$ cat src/hw/rtl/shadow_slot_allocator_assert.svh
// Assertion macros used by the slot allocator datapath
`ifndef SHADOW_SLOT_ALLOCATOR_ASSERT_SVH
`define SHADOW_SLOT_ALLOCATOR_ASSERT_SVH

// Same-cycle implication, disabled while in reset
`define SSA_ASSERT_IMPL(lbl, ante, cons, msg) \
	lbl: assert property (@(posedge clk) disable iff (!arst_n) (ante) |-> (cons)) \
		else $error(msg);

// Next-cycle implication, disabled while in reset
`define SSA_ASSERT_NEXT(lbl, ante, cons, msg) \
	lbl: assert property (@(posedge clk) disable iff (!arst_n) (ante) |=> (cons)) \
		else $error(msg);

`endif

$ cat src/hw/rtl/ssa_pkg.sv
// Types, codes and helpers shared by the slot allocator modules
`timescale 1ns / 1ps

package ssa_pkg;

	localparam int HANDLE_W   = 7;
	localparam int OWNER_W    = 16;
	localparam int SIZE_W     = 16;
	localparam int UNIT_W     = 8;
	localparam int CFG_IDX_W  = 2;
	localparam int CFG_DATA_W = 8;

	typedef enum logic [1:0] {
		OP_ALLOC = 2'd0,
		OP_FREE  = 2'd1,
		OP_INV   = 2'd2
	} op_t;

	localparam logic [CFG_IDX_W-1:0] CFG_SHARED = 2'd0;
	localparam logic [CFG_IDX_W-1:0] CFG_LIMIT  = 2'd1;
	localparam logic [CFG_IDX_W-1:0] CFG_FIRST  = 2'd2;

	localparam logic              RST_SHARED = 1'b1;
	localparam logic [UNIT_W-1:0] RST_LIMIT  = 8'd32;
	localparam logic [UNIT_W-1:0] RST_FIRST  = 8'd0;

	// Owner memory read address source
	typedef enum logic [1:0] {
		OWN_FS  = 2'd0,
		OWN_CNT = 2'd1,
		OWN_IDX = 2'd2
	} own_sel_t;

	typedef struct packed {
		logic     start;
		logic     fs_cnt;
		own_sel_t own_sel;
		logic     cnt_clr;
		logic     cnt_inc;
		logic     srch_issue;
		logic     inv_issue;
		logic     load_top;
		logic     grow;
		logic     swap;
		logic     alloc_fin;
		logic     free_fin;
		logic     set_err;
		logic     out_load;
	} cmd_t;

	typedef struct packed {
		op_t  op;
		logic depth_zero;
		logic grow_ok;
		logic free_ok;
		logic slot_used;
		logic need_search;
		logic srch_last;
		logic inv_last;
		logic inv_skip;
	} stat_t;

	// Unit number of a slot before wrapping to UNIT_W bits
	function automatic logic [UNIT_W:0] unit_sum(input logic [UNIT_W-1:0] first,
			input logic shared, input logic [UNIT_W-1:0] idx);
		logic [UNIT_W:0] off;
		off = shared ? '0 : {1'b0, idx};
		return {1'b0, first} + off;
	endfunction

endpackage

$ cat src/hw/rtl/ssa_datapath.sv
// Slot allocator datapath: config, counters, slot memories, search and scan pipes
`timescale 1ns / 1ps
`include "shadow_slot_allocator_assert.svh"

module ssa_datapath #(
	parameter int SLOT_COUNT = 64
) (
	input  logic                                clk,
	input  logic                                arst_n,
	input  logic                                cfg_wr_en,
	input  logic [ssa_pkg::CFG_IDX_W-1:0]       cfg_index,
	input  logic [ssa_pkg::CFG_DATA_W-1:0]      cfg_data,
	input  logic [1:0]                          opcode,
	input  logic [ssa_pkg::OWNER_W-1:0]         owner_id,
	input  logic [ssa_pkg::HANDLE_W-1:0]        handle,
	input  logic [ssa_pkg::SIZE_W-1:0]          map_size,
	input  ssa_pkg::cmd_t                       cmd,
	output ssa_pkg::stat_t                      stat,
	output logic [ssa_pkg::HANDLE_W-1:0]        result_handle,
	output logic                                id_matched,
	output logic                                size_changed,
	output logic [ssa_pkg::UNIT_W-1:0]          texture_unit,
	output logic                                error
);

	localparam int IW = (SLOT_COUNT > 1) ? $clog2(SLOT_COUNT) : 1;
	localparam int CW = $clog2(SLOT_COUNT + 1);
	localparam int XW = (CW > ssa_pkg::HANDLE_W) ? CW : ssa_pkg::HANDLE_W;
	localparam logic [XW-1:0] SLOTS_X = XW'(SLOT_COUNT);

	// configuration
	logic                        shared_q;
	logic [ssa_pkg::UNIT_W-1:0]  limit_q;
	logic [ssa_pkg::UNIT_W-1:0]  first_q;

	// latched item
	logic [1:0]                  op_q;
	logic [ssa_pkg::OWNER_W-1:0] owner_q;
	logic [ssa_pkg::HANDLE_W-1:0] handle_q;
	logic [ssa_pkg::SIZE_W-1:0]  size_q;

	logic [CW-1:0] grown_q;
	logic [CW-1:0] depth_q;
	logic [IW-1:0] cnt_q;
	logic [IW-1:0] top_slot_q;
	logic [IW-1:0] hit_slot_q;
	logic [IW-1:0] hit_pos_q;
	logic          found_q;

	logic          srch_v_s1;
	logic          srch_v_s2;
	logic [IW-1:0] pos_s1;
	logic [IW-1:0] pos_s2;
	logic [IW-1:0] slot_s2;
	logic          inv_v_s1;
	logic [IW-1:0] inv_pos_s1;

	// memories and registered read data
	logic [IW-1:0]               fs_mem   [SLOT_COUNT];
	logic [ssa_pkg::OWNER_W-1:0] own_mem  [SLOT_COUNT];
	logic [ssa_pkg::SIZE_W-1:0]  size_mem [SLOT_COUNT];
	logic                        use_mem  [SLOT_COUNT];
	logic [IW-1:0]               fs_rd_q;
	logic [ssa_pkg::OWNER_W-1:0] own_rd_q;
	logic [ssa_pkg::SIZE_W-1:0]  size_rd_q;
	logic                        use_rd_q;

	// result staging and output registers
	logic [ssa_pkg::HANDLE_W-1:0] res_handle_q;
	logic                         res_match_q;
	logic                         res_size_q;
	logic [ssa_pkg::UNIT_W-1:0]   res_unit_q;
	logic                         res_err_q;
	logic [ssa_pkg::HANDLE_W-1:0] out_handle_q;
	logic                         out_match_q;
	logic                         out_size_q;
	logic [ssa_pkg::UNIT_W-1:0]   out_unit_q;
	logic                         out_err_q;

	logic [CW-1:0]                depth_m1;
	logic [CW-1:0]                grown_m1;
	logic [ssa_pkg::HANDLE_W-1:0] handle_m1;
	logic [IW-1:0]                top_idx;
	logic [IW-1:0]                grown_idx;
	logic [IW-1:0]                depth_idx;
	logic [IW-1:0]                hidx;
	logic [IW-1:0]                idx_sel;
	logic [XW-1:0]                grown_x;
	logic [XW-1:0]                depth_x;
	logic [XW-1:0]                handle_x;
	logic [ssa_pkg::UNIT_W:0]     grow_unit;
	logic [ssa_pkg::UNIT_W:0]     idx_unit;
	logic [7:0]                   grow_h;
	logic [7:0]                   idx_h;
	logic                         hit;
	logic                         inv_hit;
	logic                         size_chg;

	logic [IW-1:0] fs_raddr;
	logic [IW-1:0] own_raddr;
	logic          fs_we;
	logic [IW-1:0] fs_waddr;
	logic [IW-1:0] fs_wdata;
	logic          own_we;
	logic [IW-1:0] own_waddr;
	logic [ssa_pkg::OWNER_W-1:0] own_wdata;
	logic          size_we;
	logic [IW-1:0] size_waddr;
	logic          use_we;
	logic [IW-1:0] use_waddr;
	logic          use_wdata;

	assign depth_m1  = depth_q - CW'(1);
	assign grown_m1  = grown_q - CW'(1);
	assign handle_m1 = handle_q - ssa_pkg::HANDLE_W'(1);
	assign top_idx   = depth_m1[IW-1:0];
	assign grown_idx = grown_q[IW-1:0];
	assign depth_idx = depth_q[IW-1:0];
	assign hidx      = handle_m1[IW-1:0];
	assign idx_sel   = found_q ? hit_slot_q : top_slot_q;
	assign grown_x   = XW'(grown_q);
	assign depth_x   = XW'(depth_q);
	assign handle_x  = XW'(handle_q);

	assign grow_unit = ssa_pkg::unit_sum(first_q, shared_q, ssa_pkg::UNIT_W'(grown_idx));
	assign idx_unit  = ssa_pkg::unit_sum(first_q, shared_q, ssa_pkg::UNIT_W'(idx_sel));
	assign grow_h    = 8'(grown_idx) + 8'd1;
	assign idx_h     = 8'(idx_sel) + 8'd1;

	assign hit      = srch_v_s2 && (own_rd_q == owner_q) && !found_q;
	assign inv_hit  = inv_v_s1 && (own_rd_q == owner_q);
	assign size_chg = (size_q != '0) && (size_rd_q != size_q);

	always_comb begin
		stat.op          = ssa_pkg::op_t'(op_q);
		stat.depth_zero  = (depth_q == '0);
		stat.grow_ok     = (grown_x < SLOTS_X) && (grow_unit < {1'b0, limit_q});
		stat.free_ok     = (handle_q != '0) && (handle_x <= grown_x) &&
			(handle_x <= SLOTS_X) && (depth_x < SLOTS_X);
		stat.slot_used   = use_rd_q;
		stat.need_search = (owner_q != '0) || (own_rd_q != '0);
		stat.srch_last   = (cnt_q == top_idx);
		stat.inv_last    = (cnt_q == grown_m1[IW-1:0]);
		stat.inv_skip    = (owner_q == '0) || (grown_q == '0);
	end

	// read address selection
	always_comb begin
		fs_raddr = cmd.fs_cnt ? cnt_q : top_idx;
		case (cmd.own_sel)
			ssa_pkg::OWN_FS:  own_raddr = fs_rd_q;
			ssa_pkg::OWN_CNT: own_raddr = cnt_q;
			ssa_pkg::OWN_IDX: own_raddr = idx_sel;
			default:          own_raddr = idx_sel;
		endcase
	end

	// write port selection
	always_comb begin
		fs_we     = cmd.free_fin || (cmd.swap && found_q);
		fs_waddr  = cmd.free_fin ? depth_idx : hit_pos_q;
		fs_wdata  = cmd.free_fin ? hidx : top_slot_q;

		own_we    = cmd.grow || cmd.alloc_fin || inv_hit;
		own_waddr = inv_pos_s1;
		own_wdata = '0;
		if (cmd.grow) begin
			own_waddr = grown_idx;
			own_wdata = owner_q;
		end else if (cmd.alloc_fin) begin
			own_waddr = idx_sel;
			own_wdata = owner_q;
		end

		size_we    = cmd.grow || (cmd.alloc_fin && size_chg);
		size_waddr = cmd.grow ? grown_idx : idx_sel;

		use_we    = cmd.grow || cmd.alloc_fin || cmd.free_fin;
		use_waddr = idx_sel;
		use_wdata = 1'b1;
		if (cmd.grow) begin
			use_waddr = grown_idx;
		end else if (cmd.free_fin) begin
			use_waddr = hidx;
			use_wdata = 1'b0;
		end
	end

	always_ff @(posedge clk) begin
		if (fs_we) begin
			fs_mem[fs_waddr] <= fs_wdata;
		end
		fs_rd_q <= fs_mem[fs_raddr];
	end

	always_ff @(posedge clk) begin
		if (own_we) begin
			own_mem[own_waddr] <= own_wdata;
		end
		own_rd_q <= own_mem[own_raddr];
	end

	always_ff @(posedge clk) begin
		if (size_we) begin
			size_mem[size_waddr] <= size_q;
		end
		size_rd_q <= size_mem[idx_sel];
	end

	always_ff @(posedge clk) begin
		if (use_we) begin
			use_mem[use_waddr] <= use_wdata;
		end
		use_rd_q <= use_mem[hidx];
	end

	// control state
	always_ff @(posedge clk or negedge arst_n) begin
		if (!arst_n) begin
			shared_q  <= ssa_pkg::RST_SHARED;
			limit_q   <= ssa_pkg::RST_LIMIT;
			first_q   <= ssa_pkg::RST_FIRST;
			grown_q   <= '0;
			depth_q   <= '0;
			found_q   <= 1'b0;
			srch_v_s1 <= 1'b0;
			srch_v_s2 <= 1'b0;
			inv_v_s1  <= 1'b0;
		end else begin
			if (cfg_wr_en) begin
				case (cfg_index)
					ssa_pkg::CFG_SHARED: shared_q <= cfg_data[0];
					ssa_pkg::CFG_LIMIT:  limit_q  <= cfg_data;
					ssa_pkg::CFG_FIRST:  first_q  <= cfg_data;
					default: ;
				endcase
			end
			if (cmd.grow) begin
				grown_q <= grown_q + CW'(1);
			end
			if (cmd.alloc_fin) begin
				depth_q <= depth_m1;
			end else if (cmd.free_fin) begin
				depth_q <= depth_q + CW'(1);
			end
			if (cmd.start) begin
				found_q <= 1'b0;
			end else if (hit) begin
				found_q <= 1'b1;
			end
			srch_v_s1 <= cmd.srch_issue;
			srch_v_s2 <= srch_v_s1;
			inv_v_s1  <= cmd.inv_issue;
		end
	end

	// payload registers
	always_ff @(posedge clk) begin
		if (cmd.start) begin
			op_q         <= opcode;
			owner_q      <= owner_id;
			handle_q     <= handle;
			size_q       <= map_size;
			res_handle_q <= '0;
			res_match_q  <= 1'b0;
			res_size_q   <= 1'b0;
			res_unit_q   <= '0;
			res_err_q    <= 1'b0;
		end
		if (cmd.cnt_clr) begin
			cnt_q <= '0;
		end else if (cmd.cnt_inc) begin
			cnt_q <= cnt_q + IW'(1);
		end
		if (cmd.load_top) begin
			top_slot_q <= fs_rd_q;
		end
		pos_s1     <= cnt_q;
		pos_s2     <= pos_s1;
		slot_s2    <= fs_rd_q;
		inv_pos_s1 <= cnt_q;
		if (hit) begin
			hit_slot_q <= slot_s2;
			hit_pos_q  <= pos_s2;
		end
		if (cmd.grow) begin
			res_handle_q <= grow_h[ssa_pkg::HANDLE_W-1:0];
			res_size_q   <= (size_q != '0);
			res_unit_q   <= grow_unit[ssa_pkg::UNIT_W-1:0];
		end
		if (cmd.alloc_fin) begin
			res_handle_q <= idx_h[ssa_pkg::HANDLE_W-1:0];
			res_match_q  <= (owner_q != '0) && (own_rd_q == owner_q);
			res_size_q   <= size_chg;
			res_unit_q   <= idx_unit[ssa_pkg::UNIT_W-1:0];
		end
		if (cmd.set_err) begin
			res_err_q <= 1'b1;
		end
		if (cmd.out_load) begin
			out_handle_q <= res_handle_q;
			out_match_q  <= res_match_q;
			out_size_q   <= res_size_q;
			out_unit_q   <= res_unit_q;
			out_err_q    <= res_err_q;
		end
	end

	assign result_handle = out_handle_q;
	assign id_matched    = out_match_q;
	assign size_changed  = out_size_q;
	assign texture_unit  = out_unit_q;
	assign error         = out_err_q;

	`SSA_ASSERT_IMPL(a_depth_le_grown, 1'b1, depth_q <= grown_q, "free list deeper than grown slots")
	`SSA_ASSERT_IMPL(a_grown_le_slots, 1'b1, grown_x <= SLOTS_X, "grown count above slot limit")
	`SSA_ASSERT_IMPL(a_found_from_s2, $rose(found_q), $past(srch_v_s2), "search hit without stage 2")
	`SSA_ASSERT_IMPL(a_pop_nonempty, cmd.alloc_fin, depth_q != '0, "pop from empty free list")
	`SSA_ASSERT_NEXT(a_pop_depth, cmd.alloc_fin, depth_q == $past(depth_m1), "pop did not drop depth")

endmodule

$ cat src/hw/rtl/ssa_ctrl.sv
// Slot allocator controller: sequences each item and owns the handshakes
`timescale 1ns / 1ps

module ssa_ctrl (
	input  logic           clk,
	input  logic           arst_n,
	input  logic           in_valid,
	output logic           in_ready,
	output logic           out_valid,
	input  logic           out_ready,
	input  ssa_pkg::stat_t stat,
	output ssa_pkg::cmd_t  cmd
);

	typedef enum logic [3:0] {
		S_IDLE,
		S_DISP,
		S_A_TOP,
		S_A_TOPO,
		S_A_TOPC,
		S_SRCH,
		S_SDR1,
		S_SDR2,
		S_A_FRD,
		S_A_FIN,
		S_F_RD,
		S_F_CHK,
		S_INV,
		S_IDR,
		S_OUT
	} state_t;

	state_t state_q;
	state_t state_d;
	logic   out_valid_q;
	logic   out_free;

	assign out_free  = !out_valid_q || out_ready;
	assign in_ready  = (state_q == S_IDLE);
	assign out_valid = out_valid_q;

	always_comb begin
		state_d     = state_q;
		cmd         = '0;
		cmd.own_sel = ssa_pkg::OWN_IDX;
		unique case (state_q)
			S_IDLE: begin
				if (in_valid) begin
					cmd.start = 1'b1;
					state_d   = S_DISP;
				end
			end
			S_DISP: begin
				state_d = S_OUT;
				unique case (stat.op)
					ssa_pkg::OP_ALLOC: begin
						if (!stat.depth_zero) begin
							state_d = S_A_TOP;
						end else if (stat.grow_ok) begin
							cmd.grow = 1'b1;
						end
					end
					ssa_pkg::OP_FREE: begin
						if (stat.free_ok) begin
							state_d = S_F_RD;
						end else begin
							cmd.set_err = 1'b1;
						end
					end
					ssa_pkg::OP_INV: begin
						if (!stat.inv_skip) begin
							cmd.cnt_clr = 1'b1;
							state_d     = S_INV;
						end
					end
					default: ;
				endcase
			end
			S_A_TOP: begin
				state_d = S_A_TOPO;
			end
			S_A_TOPO: begin
				cmd.own_sel  = ssa_pkg::OWN_FS;
				cmd.load_top = 1'b1;
				state_d      = S_A_TOPC;
			end
			S_A_TOPC: begin
				if (stat.need_search) begin
					cmd.cnt_clr = 1'b1;
					state_d     = S_SRCH;
				end else begin
					state_d = S_A_FRD;
				end
			end
			S_SRCH: begin
				cmd.fs_cnt     = 1'b1;
				cmd.own_sel    = ssa_pkg::OWN_FS;
				cmd.srch_issue = 1'b1;
				cmd.cnt_inc    = 1'b1;
				if (stat.srch_last) begin
					state_d = S_SDR1;
				end
			end
			S_SDR1: begin
				cmd.own_sel = ssa_pkg::OWN_FS;
				state_d     = S_SDR2;
			end
			S_SDR2: begin
				state_d = S_A_FRD;
			end
			S_A_FRD: begin
				cmd.swap = 1'b1;
				state_d  = S_A_FIN;
			end
			S_A_FIN: begin
				cmd.alloc_fin = 1'b1;
				state_d       = S_OUT;
			end
			S_F_RD: begin
				state_d = S_F_CHK;
			end
			S_F_CHK: begin
				if (stat.slot_used) begin
					cmd.free_fin = 1'b1;
				end else begin
					cmd.set_err = 1'b1;
				end
				state_d = S_OUT;
			end
			S_INV: begin
				cmd.own_sel   = ssa_pkg::OWN_CNT;
				cmd.inv_issue = 1'b1;
				cmd.cnt_inc   = 1'b1;
				if (stat.inv_last) begin
					state_d = S_IDR;
				end
			end
			S_IDR: begin
				state_d = S_OUT;
			end
			S_OUT: begin
				// hold until the previous result has been taken
				if (out_free) begin
					cmd.out_load = 1'b1;
					state_d      = S_IDLE;
				end
			end
			default: begin
				state_d = S_IDLE;
			end
		endcase
	end

	always_ff @(posedge clk or negedge arst_n) begin
		if (!arst_n) begin
			state_q     <= S_IDLE;
			out_valid_q <= 1'b0;
		end else begin
			state_q <= state_d;
			if (cmd.out_load) begin
				out_valid_q <= 1'b1;
			end else if (out_ready) begin
				out_valid_q <= 1'b0;
			end
		end
	end

endmodule

$ cat src/hw/rtl/shadow_slot_allocator.sv
// Top level of the tagged LIFO slot allocator
//
//   channel  direction  handshake              payload
//   in       sink       in_valid / in_ready    opcode, owner_id, handle, map_size
//   out      source     out_valid / out_ready  result_handle, id_matched, size_changed,
//                                              texture_unit, error
//   cfg      sink       cfg_wr_en              cfg_index, cfg_data
//
// One item at a time; grow, nop, refused items and a skipped invalidate go straight to
// the output state, an in-range free first reads the slot's use bit, a pop reads the
// free-list top and may search it by owner, and invalidate scans each grown slot in turn.
// Search and scan are serial through one read port on the free-list and owner memories.
// Reset clears counters and control; slot memories need no clearing pass.
// A waiting result is held in the output register while the next item is accepted.
`timescale 1ns / 1ps

module shadow_slot_allocator #(
	parameter int SLOT_COUNT = 64
) (
	input  logic                           clk,
	input  logic                           arst_n,
	input  logic                           cfg_wr_en,
	input  logic [ssa_pkg::CFG_IDX_W-1:0]  cfg_index,
	input  logic [ssa_pkg::CFG_DATA_W-1:0] cfg_data,
	input  logic                           in_valid,
	output logic                           in_ready,
	input  logic [1:0]                     opcode,
	input  logic [ssa_pkg::OWNER_W-1:0]    owner_id,
	input  logic [ssa_pkg::HANDLE_W-1:0]   handle,
	input  logic [ssa_pkg::SIZE_W-1:0]     map_size,
	output logic                           out_valid,
	input  logic                           out_ready,
	output logic [ssa_pkg::HANDLE_W-1:0]   result_handle,
	output logic                           id_matched,
	output logic                           size_changed,
	output logic [ssa_pkg::UNIT_W-1:0]     texture_unit,
	output logic                           error
);

	ssa_pkg::cmd_t  cmd;
	ssa_pkg::stat_t stat;

	ssa_ctrl u_ctrl (
		.clk       (clk),
		.arst_n    (arst_n),
		.in_valid  (in_valid),
		.in_ready  (in_ready),
		.out_valid (out_valid),
		.out_ready (out_ready),
		.stat      (stat),
		.cmd       (cmd)
	);

	ssa_datapath #(
		.SLOT_COUNT (SLOT_COUNT)
	) u_datapath (
		.clk           (clk),
		.arst_n        (arst_n),
		.cfg_wr_en     (cfg_wr_en),
		.cfg_index     (cfg_index),
		.cfg_data      (cfg_data),
		.opcode        (opcode),
		.owner_id      (owner_id),
		.handle        (handle),
		.map_size      (map_size),
		.cmd           (cmd),
		.stat          (stat),
		.result_handle (result_handle),
		.id_matched    (id_matched),
		.size_changed  (size_changed),
		.texture_unit  (texture_unit),
		.error         (error)
	);

endmodule
$ cat config.mk
export PLATFORM = sky130hd
export DESIGN_NAME = shadow_slot_allocator
export DESIGN_NICKNAME = d
export VERILOG_FILES = /design/src/hw/rtl/ssa_pkg.sv /design/src/hw/rtl/ssa_datapath.sv /design/src/hw/rtl/ssa_ctrl.sv /design/src/hw/rtl/shadow_slot_allocator.sv
export VERILOG_INCLUDE_DIRS = /design/src /design/src/hw/rtl
export SDC_FILE = /design/constraint.sdc
export NUM_CORES = 2
export LEC_CHECK = 0
export BUFFER_PORTS_ARGS = -buffer_cell sky130_fd_sc_hd__buf_4
export CORE_ASPECT_RATIO = 0.6
export CORE_MARGIN = 10
export CORE_UTILIZATION = 45
export DETAILED_ROUTE_END_ITERATION = 12
export SLEW_MARGIN = 25
export SYNTH_ARGS = -nofsm -noshare
export SYNTH_HDL_FRONTEND = slang
export SYNTH_SLANG_ARGS = --single-unit
$ cat constraint.sdc
create_clock -name clk -period 11.2 [get_ports clk]
set_input_delay 1.68 -clock clk [delete_from_list [all_inputs] [get_ports clk]]
set_output_delay 1.68 -clock clk [all_outputs]
set_load 0.05 [all_outputs]
Word-level counts from Yosys, hierarchy flattened
Memories as Yosys holds them, arrays and structs flattened. A register that Yosys moved wholly into a read port is not among the register bits.
Index checks and enable logic that the tools add are counted.
{ "totals": {"ff_bits": 159, "latch_bits": 0, "ram_bits": 2496, "romBits": 0, "output_inout_bits": 20, "mem_count": 4} }
{ "memory_table": {"columns": ["memory", "depth", "width", "rd", "rd_clocked_by_memory_dff", "wr", "line", "source"], "rows": [
  ["u_datapath.own_mem", 64, 16, 1, 1, 1, "ssa_datapath.sv:60", "logic [ssa_pkg::OWNER_W-1:0] own_mem [SLOT_COUNT];"],
  ["u_datapath.size_mem", 64, 16, 1, 1, 1, "ssa_datapath.sv:61", "logic [ssa_pkg::SIZE_W-1:0] size_mem [SLOT_COUNT];"],
  ["u_datapath.fs_mem", 64, 6, 1, 1, 1, "ssa_datapath.sv:59", "logic [IW-1:0] fs_mem [SLOT_COUNT];"],
  ["u_datapath.use_mem", 64, 1, 1, 1, 1, "ssa_datapath.sv:62", "logic use_mem [SLOT_COUNT];"]
]} }
{ "op_classes": {"n_addsub": 10, "n_mul": 0, "div": 0, "n_lt_le_gt_ge": 5, "eq_ne": 27, "shifts": 0, "mux": 75, "bitwise_logic": 0, "n_reduce_logical": 44} }
{ "ops": {"columns": ["op", "n"], "rows": [
  ["2-to-1 mux 6 bit", 11],
  ["one-hot mux 4 bit (13 select lines)", 1],
  ["nonzero test 16 bit", 3],
  ["2-to-1 mux 1 bit", 40],
  ["2-to-1 mux 7 bit", 5],
  ["2-to-1 mux 16 bit", 2],
  ["== test 4 bit (second input constant)", 7],
  ["2-to-1 mux 4 bit", 6],
  ["2-to-1 mux 8 bit", 3],
  ["== test 16 bit", 1],
  ["== test 4 x 3 -> 1 bit (second input constant)", 4],
  ["zero test 16 bit", 1],
  ["inequality test 16 bit", 1],
  ["adder 6 x 1 -> 7 bit (second input constant)", 2],
  ["adder 7 x 1 -> 7 bit (second input constant)", 2],
  ["zero test 7 bit", 2],
  ["< comparator 7 bit (second input constant)", 2],
  ["== test 6 bit", 2],
  ["one-hot mux 4 bit (3 select lines)", 1],
  ["one-hot mux 6 bit (2 select lines)", 1],
  ["subtractor 6 x 1 -> 6 bit (second input constant)", 2],
  ["logical AND 1 bit", 11],
  ["adder 8 x 9 -> 9 bit", 1],
  ["< comparator 9 x 8 -> 1 bit", 1],
  ["other kinds (26)", 49]
]} }

Longest topological paths before layout
{ "depth": {"depth_word": 12, "depth_mapped": 21, "depth_no_buf": 17} }

Cells and area by module
From an unflattened synthesis, not the netlist that was laid out.
{ "hier_totals": {"hier_cells": 7282, "hier_area_um2": 108054.9} }
{ "by_module_without_submodules": {"columns": ["module", "n_inst", "cells_per_inst", "area_each_um2"], "rows": [
  ["ssa_datapath", 1, 7197, 107420.5],
  ["ssa_ctrl", 1, 85, 634.4]
]} }

Worst setup path after synthesis
OpenSTA, ideal clock, no wires.
{ "synth_timing": {"path_type": "flip-flop to flip-flop", "start": "reg u_datapath.shared_q", "end": "mem u_datapath.own_mem[0][11] (netlist name) (data pin)", "setup_time_ps": 515, "arrival_time_ps": 5355, "t_required_ps": 10685, "setup_slack_ps": 5330, "path_stages_with_launch": 18, "path_cell_list": "dfstp_2 clkbuf_1 nor2_1 ha_1 fa_1 a21o_1 a21oi_1 o21bai_1 a21oi_1 xnor2_1 ha_1 a211oi_1 and3_1 o21ai_1 nor2_1 nor2_1 clkbuf_1 nor2b_1"} }
{ "synth_via": {"elab_chain_len": 9} }
{ "synth_lines": {"columns": ["element", "line", "source"], "rows": [
  ["start, declared", "ssa_datapath.sv:32", "logic shared_q;"],
  ["start signal, assigned", "ssa_datapath.sv:220", "shared_q <= ssa_pkg::RST_SHARED;"],
  ["start signal, assigned", "ssa_datapath.sv:232", "ssa_pkg::CFG_SHARED: shared_q <= cfg_data[0];"],
  ["2-to-1 mux 6 bit", "ssa_pkg.sv:67", "off = shared ? '0 : {1'b0, idx};"],
  ["adder 8 x 9 -> 9 bit", "ssa_pkg.sv:68", "return {1'b0, first} + off;"],
  ["< comparator 9 x 8 -> 1 bit", "ssa_datapath.sv:137", "stat.grow_ok = (grown_x < SLOTS_X) && (grow_unit < {1'b0, limit_q});"],
  ["logical AND 1 bit", "ssa_datapath.sv:137", null],
  ["2-to-1 mux 1 bit", "ssa_ctrl.sv:59", "end else if (stat.grow_ok) begin"],
  ["2-to-1 mux 1 bit", "ssa_ctrl.sv:57", "if (!stat.depth_zero) begin"],
  ["2-to-1 mux 1 bit", "ssa_ctrl.sv:55", "unique case (stat.op)"],
  ["2-to-1 mux 1 bit", "ssa_ctrl.sv:46", "unique case (state_q)"],
  ["2-to-1 mux 16 bit", "ssa_datapath.sv:167", "if (cmd.grow) begin"],
  ["via u_datapath.own_wdata (one bit)", "ssa_datapath.sv:106", "logic [ssa_pkg::OWNER_W-1:0] own_wdata;"],
  ["end, declared", "ssa_datapath.sv:60", null]
]} }
The timed path passes the listed nets, and every way through them passes these cells.

Final worst setup path
{ "layout_timing": {"start": "reg u_datapath.grown_q[2]", "end": "mem u_datapath.own_mem[9][6] (netlist name) (data pin)"} }
{ "layout_via": {"elab_chain_len": 9, "elab_cells_between_ends": 10, "cone_classes": "add/sub: 1; order compare: 2; mux: 6; reduce/logical: 1"} }
{ "layout_lines": {"columns": ["element", "line", "source"], "rows": [
  ["start, declared", "ssa_datapath.sv:42", "logic [CW-1:0] grown_q;"],
  ["start signal, assigned", "ssa_datapath.sv:239", "grown_q <= grown_q + CW'(1);"],
  ["2-to-1 mux 6 bit", "ssa_pkg.sv:67", null],
  ["adder 8 x 9 -> 9 bit", "ssa_pkg.sv:68", null],
  ["< comparator 9 x 8 -> 1 bit", "ssa_datapath.sv:137", null],
  ["logical AND 1 bit *", "ssa_datapath.sv:137", null],
  ["2-to-1 mux 1 bit *", "ssa_ctrl.sv:59", null],
  ["2-to-1 mux 1 bit *", "ssa_ctrl.sv:57", null],
  ["2-to-1 mux 1 bit *", "ssa_ctrl.sv:55", null],
  ["2-to-1 mux 1 bit *", "ssa_ctrl.sv:46", null],
  ["2-to-1 mux 16 bit *", "ssa_datapath.sv:167", null],
  ["via u_datapath.own_wdata (one bit)", "ssa_datapath.sv:106", null]
]} }
The timed path passes the listed nets; every way through them passes the cells marked *.

==> impl_metrics.py <==
metrics = {
    "cts": {
        "tritoncts": "yes",
        "clock_latency_ns": 0.93,
        "hold_buffers": 0,
        "cts_buffers": 239,
        "post-cts-setup-buffers": 0,
        "htreeDepth": 4,
        "path_clk_slew_ns": 0.07,
        "ctsRootBufferMaster": "clkbuf_16",
        "cts_resized": 0,
        "max-clock-path-buffers": 4,
        "cts.sinks": 2694,
    },
    "placed_design": {
        "dp_hpwl_mm": 194,
        "portBuffers": 75,
        "place.gp.congestion": 0.938,
    },
    "timing": {
        "clock_skew_ns": 0.123,
        "setup_viol": 0,
        "maxSlewViolCount": 0,
        "max_slew_margin_pct": 11.2,
        "finalCriticalPeriod_ns": 6.89,
        "fin_crit_sh_pct": 61.5,
        "final_hold_viol_count": 0,
        "worstMarginPinSlew_ns": 1.32,
        "tns_ns": 0,
        "fmax_mhz": 145,
        "rsz0062_at_grt": "no",
    },
    "critical_path": {
        "rr_endpoint": "u_datapath.own_mem[9][6]",
        "startpoint": "u_datapath.grown_q[2]",
        "r2r_start": "u_datapath.grown_q[2]",
        "critPathKind": "reg -> reg",
        "worstRegToRegCells": 17,
        "rrSetupSlack_ns": 4.31,
        "critPathCapture": "u_datapath.own_mem[9][6]",
        "startpoint_type": "flop",
        "cp_data_required_time_ns": 11.82,
        "critPathMaxFanout": 33,
        "cp.arrival_ns": 7.51,
        "cp-end-kind": "flop",
    },
    "final_layout": {
        "n_fill_cell": 19774,
        "drive_gt1_share_pct": 13.0,
        "layout.cells.most_common": "edfxtp_1",
        "areaGrowthSynthToFinish_pct": 11.7,
        "mostFrequentLayoutCells": "edfxtp_1 (2590), nand2_1 (1335), mux2i_1 (377)",
        "fin_util_pct": 50.5,
        "final_nets": 7379,
    },
    "power_and_ir_drop": {
        "vdd_ir_drop_max_mv": 0.341,
        "power_mw": 30.9,
        "power.leakage_nw": 40.5,
        "power.density_nw_per_um2": 256,
    },
    "drt": {
        "vias": 64998,
        "wl_mm": 314,
        "drcViolationCount": 0,
        "wl_per_cell_um": 29.5,
        "firstDrtPassIters": 7,
        "first_iter_violations": 9969,
        "vias_per_cell": 6.10,
        "antenna_left": 0,
    },
    "floorplan": {
        "die_w_um": 653,
        "initial_core_util_pct": 45.2,
        "ios": 76,
        "die_y_um": 400,
        "num_rows": 139,
        "core_sq_um": 239000,
        "die_area_sq_um": 261000,
    },
    "logic_synthesis": {
        "synthCells": 7165,
        "ys_ff_latch": 2694,
        "syn_area_sq_um": 108000,
        "ys_types": 83,
        "yosysWarnings": 0,
        "synth.avg_cell_area_sq_um": 15.1,
        "synth_flop_cell": "edfxtp_1",
        "synthesis.nets": 7262,
        "synth-async-reset-ratio_pct": 1.48,
        "synth_seq_area_share_pct": 74.1,
        "synth-edff-count": 2590,
    },
    "job": {
        "maxCapViolCount": 0,
    },
    "global_route": {
        "grt_max_degree": 189,
        "grt_first_pass_wirelength_mm": 445,
        "track_usage_pct": 23.3,
        "antenna_found_initial": 17,
        "globalRouteOverflowTotal": 0,
        "grt_pass1_vias": 60505,
    },
    "run_status": {
        "status": "finished clean",
    },
    "min_path": {
        "hold_class": "reg -> reg",
    },
}
==> final cells by class <==
type,count,area [sq um],area share [%]
antenna,6,15.0,0.0124
clock buffer,293,6310,5.22
clock inverter,136,1110,0.916
inverter,34,143,0.118
multi-input combinational,3988,26500,22.0
sequential,2694,80100,66.3
tap,3172,3970,3.29
timing repair buffer,325,2570,2.13
==> where the power goes <==
| group | internal [mW] | switching, mW | leakage [nW] |
|---|---|---|---|
| sequential | 11.5 | 0.252 | 24.7 |
| clock | 4.37 | 3.65 | 3.63 |
| combinational | 3.59 | 7.60 | 12.2 |
==> routing by layer <==
layer	vias to the layer above	track usage, %	routed length, um
met4	8	5.19	7520
met5	-	0	47
met2	3682	31.1	126000
li1	27782	-	-
met1	33103	36.7	139000
met3	423	7.30	41500
==> critical path: stages, from the launching register on <==
cell	delay (ns)
dfrtp_1	0.77
clkinv_1	0.49
nor2_1	0.21
ha_1	0.28
a21oi_1	0.26
o21bai_1	0.10
a21oi_1	0.25
nor2b_1	0.08
o21ai_0	0.19
xnor2_1	0.18
ha_1	0.31
a211oi_1	0.27
and3_1	0.25
o21ai_1	0.30
nor2_4	0.80
nor2_4	0.37
nor2b_4	0.92
buf_4	0.49
==> sequential cells by signal, indices dropped and copies added (netlist names), 16 cells and up <==
register and cells:
u_datapath.size_mem 1024, u_datapath.owner_q 16, u_datapath.own_rd_q 16, u_datapath.use_mem 64, u_datapath.size_rd_q 16, u_datapath.fs_mem 384, u_datapath.size_q 16, u_datapath.own_mem 1024
==> worst min-delay path by stage <==
| stage | startpoint | end | cells after the start |
|---|---|---|---|
| final | u_datapath.pos_s1[3] | u_datapath.pos_s2[3] | 0 |
| after floorplan | u_datapath.pos_s1[0] | u_datapath.pos_s2[0] | 0 |
| after CTS | u_datapath.pos_s1[3] | u_datapath.pos_s2[3] | 0 |
| after global routing | u_datapath.srch_v_s1 | u_datapath.srch_v_s2 | 0 |
| after detailed placement | u_datapath.srch_v_s1 | u_datapath.srch_v_s2 | 0 |
| after global placement | u_datapath.srch_v_s1 | u_datapath.srch_v_s2 | 0 |
==> cells in the mapped netlist (12+ instances only) <==
library cell	number	area, sq um
xor2_1	31	272
mux2_2	22	248
nor3_1	125	626
a311oi_1	240	2100
dfrtp_1	38	951
inv_1	29	109
a31oi_1	49	307
nand2b_1	13	81.3
mux2i_1	383	3830
nand4_1	30	188
nor2b_1	23	144
nand2_1	1335	5010
o22ai_1	139	870
clkbuf_1	303	1140
mux4_2	178	4010
buf_1	37	139
o2111ai_1	28	245
nor4_1	42	263
nand3_1	378	1890
buf_2	91	455
xnor2_1	57	499
dfxtp_1	64	1280
and3_1	133	832
ha_1	39	488
a21oi_1	121	606
or3_1	20	125
o21ai_1	22	110
a211oi_1	12	90.1
a21o_1	16	120
edfxtp_1	2590	77800
nor2_1	304	1140
a32oi_1	19	166
a221oi_1	17	149
o21ai_0	105	526
==> cells by family after synthesis <==
kind of cell	share of synthesized area, %
and+or+nand+nor	9.79
xor gates and xnor gates	0.739
buffers and inverters	1.87
adders and majority gates	0.489
AOI/OAI and AO/OA	5.51
muxes	7.49
DFF	74.1
==> stage by stage <==
stage / cells / hold slack, ns / area [sq um] / worst slack [ns]
2_1_floorplan: 7165 / 0.326 / 108000 / 5.33
3_3_place_gp: 10212 / 0.336 / 113000 / 4.60
3_5_place_dp: 10212 / 0.338 / 113000 / 4.61
4_1_cts: 10641 / 0.344 / 121000 / 4.52
5_1_grt: 10643 / 0.356 / 121000 / 3.97
6_report: 10648 / 0.337 / 121000 / 4.31
No activity file was read; power rests on OpenSTA's default activity.
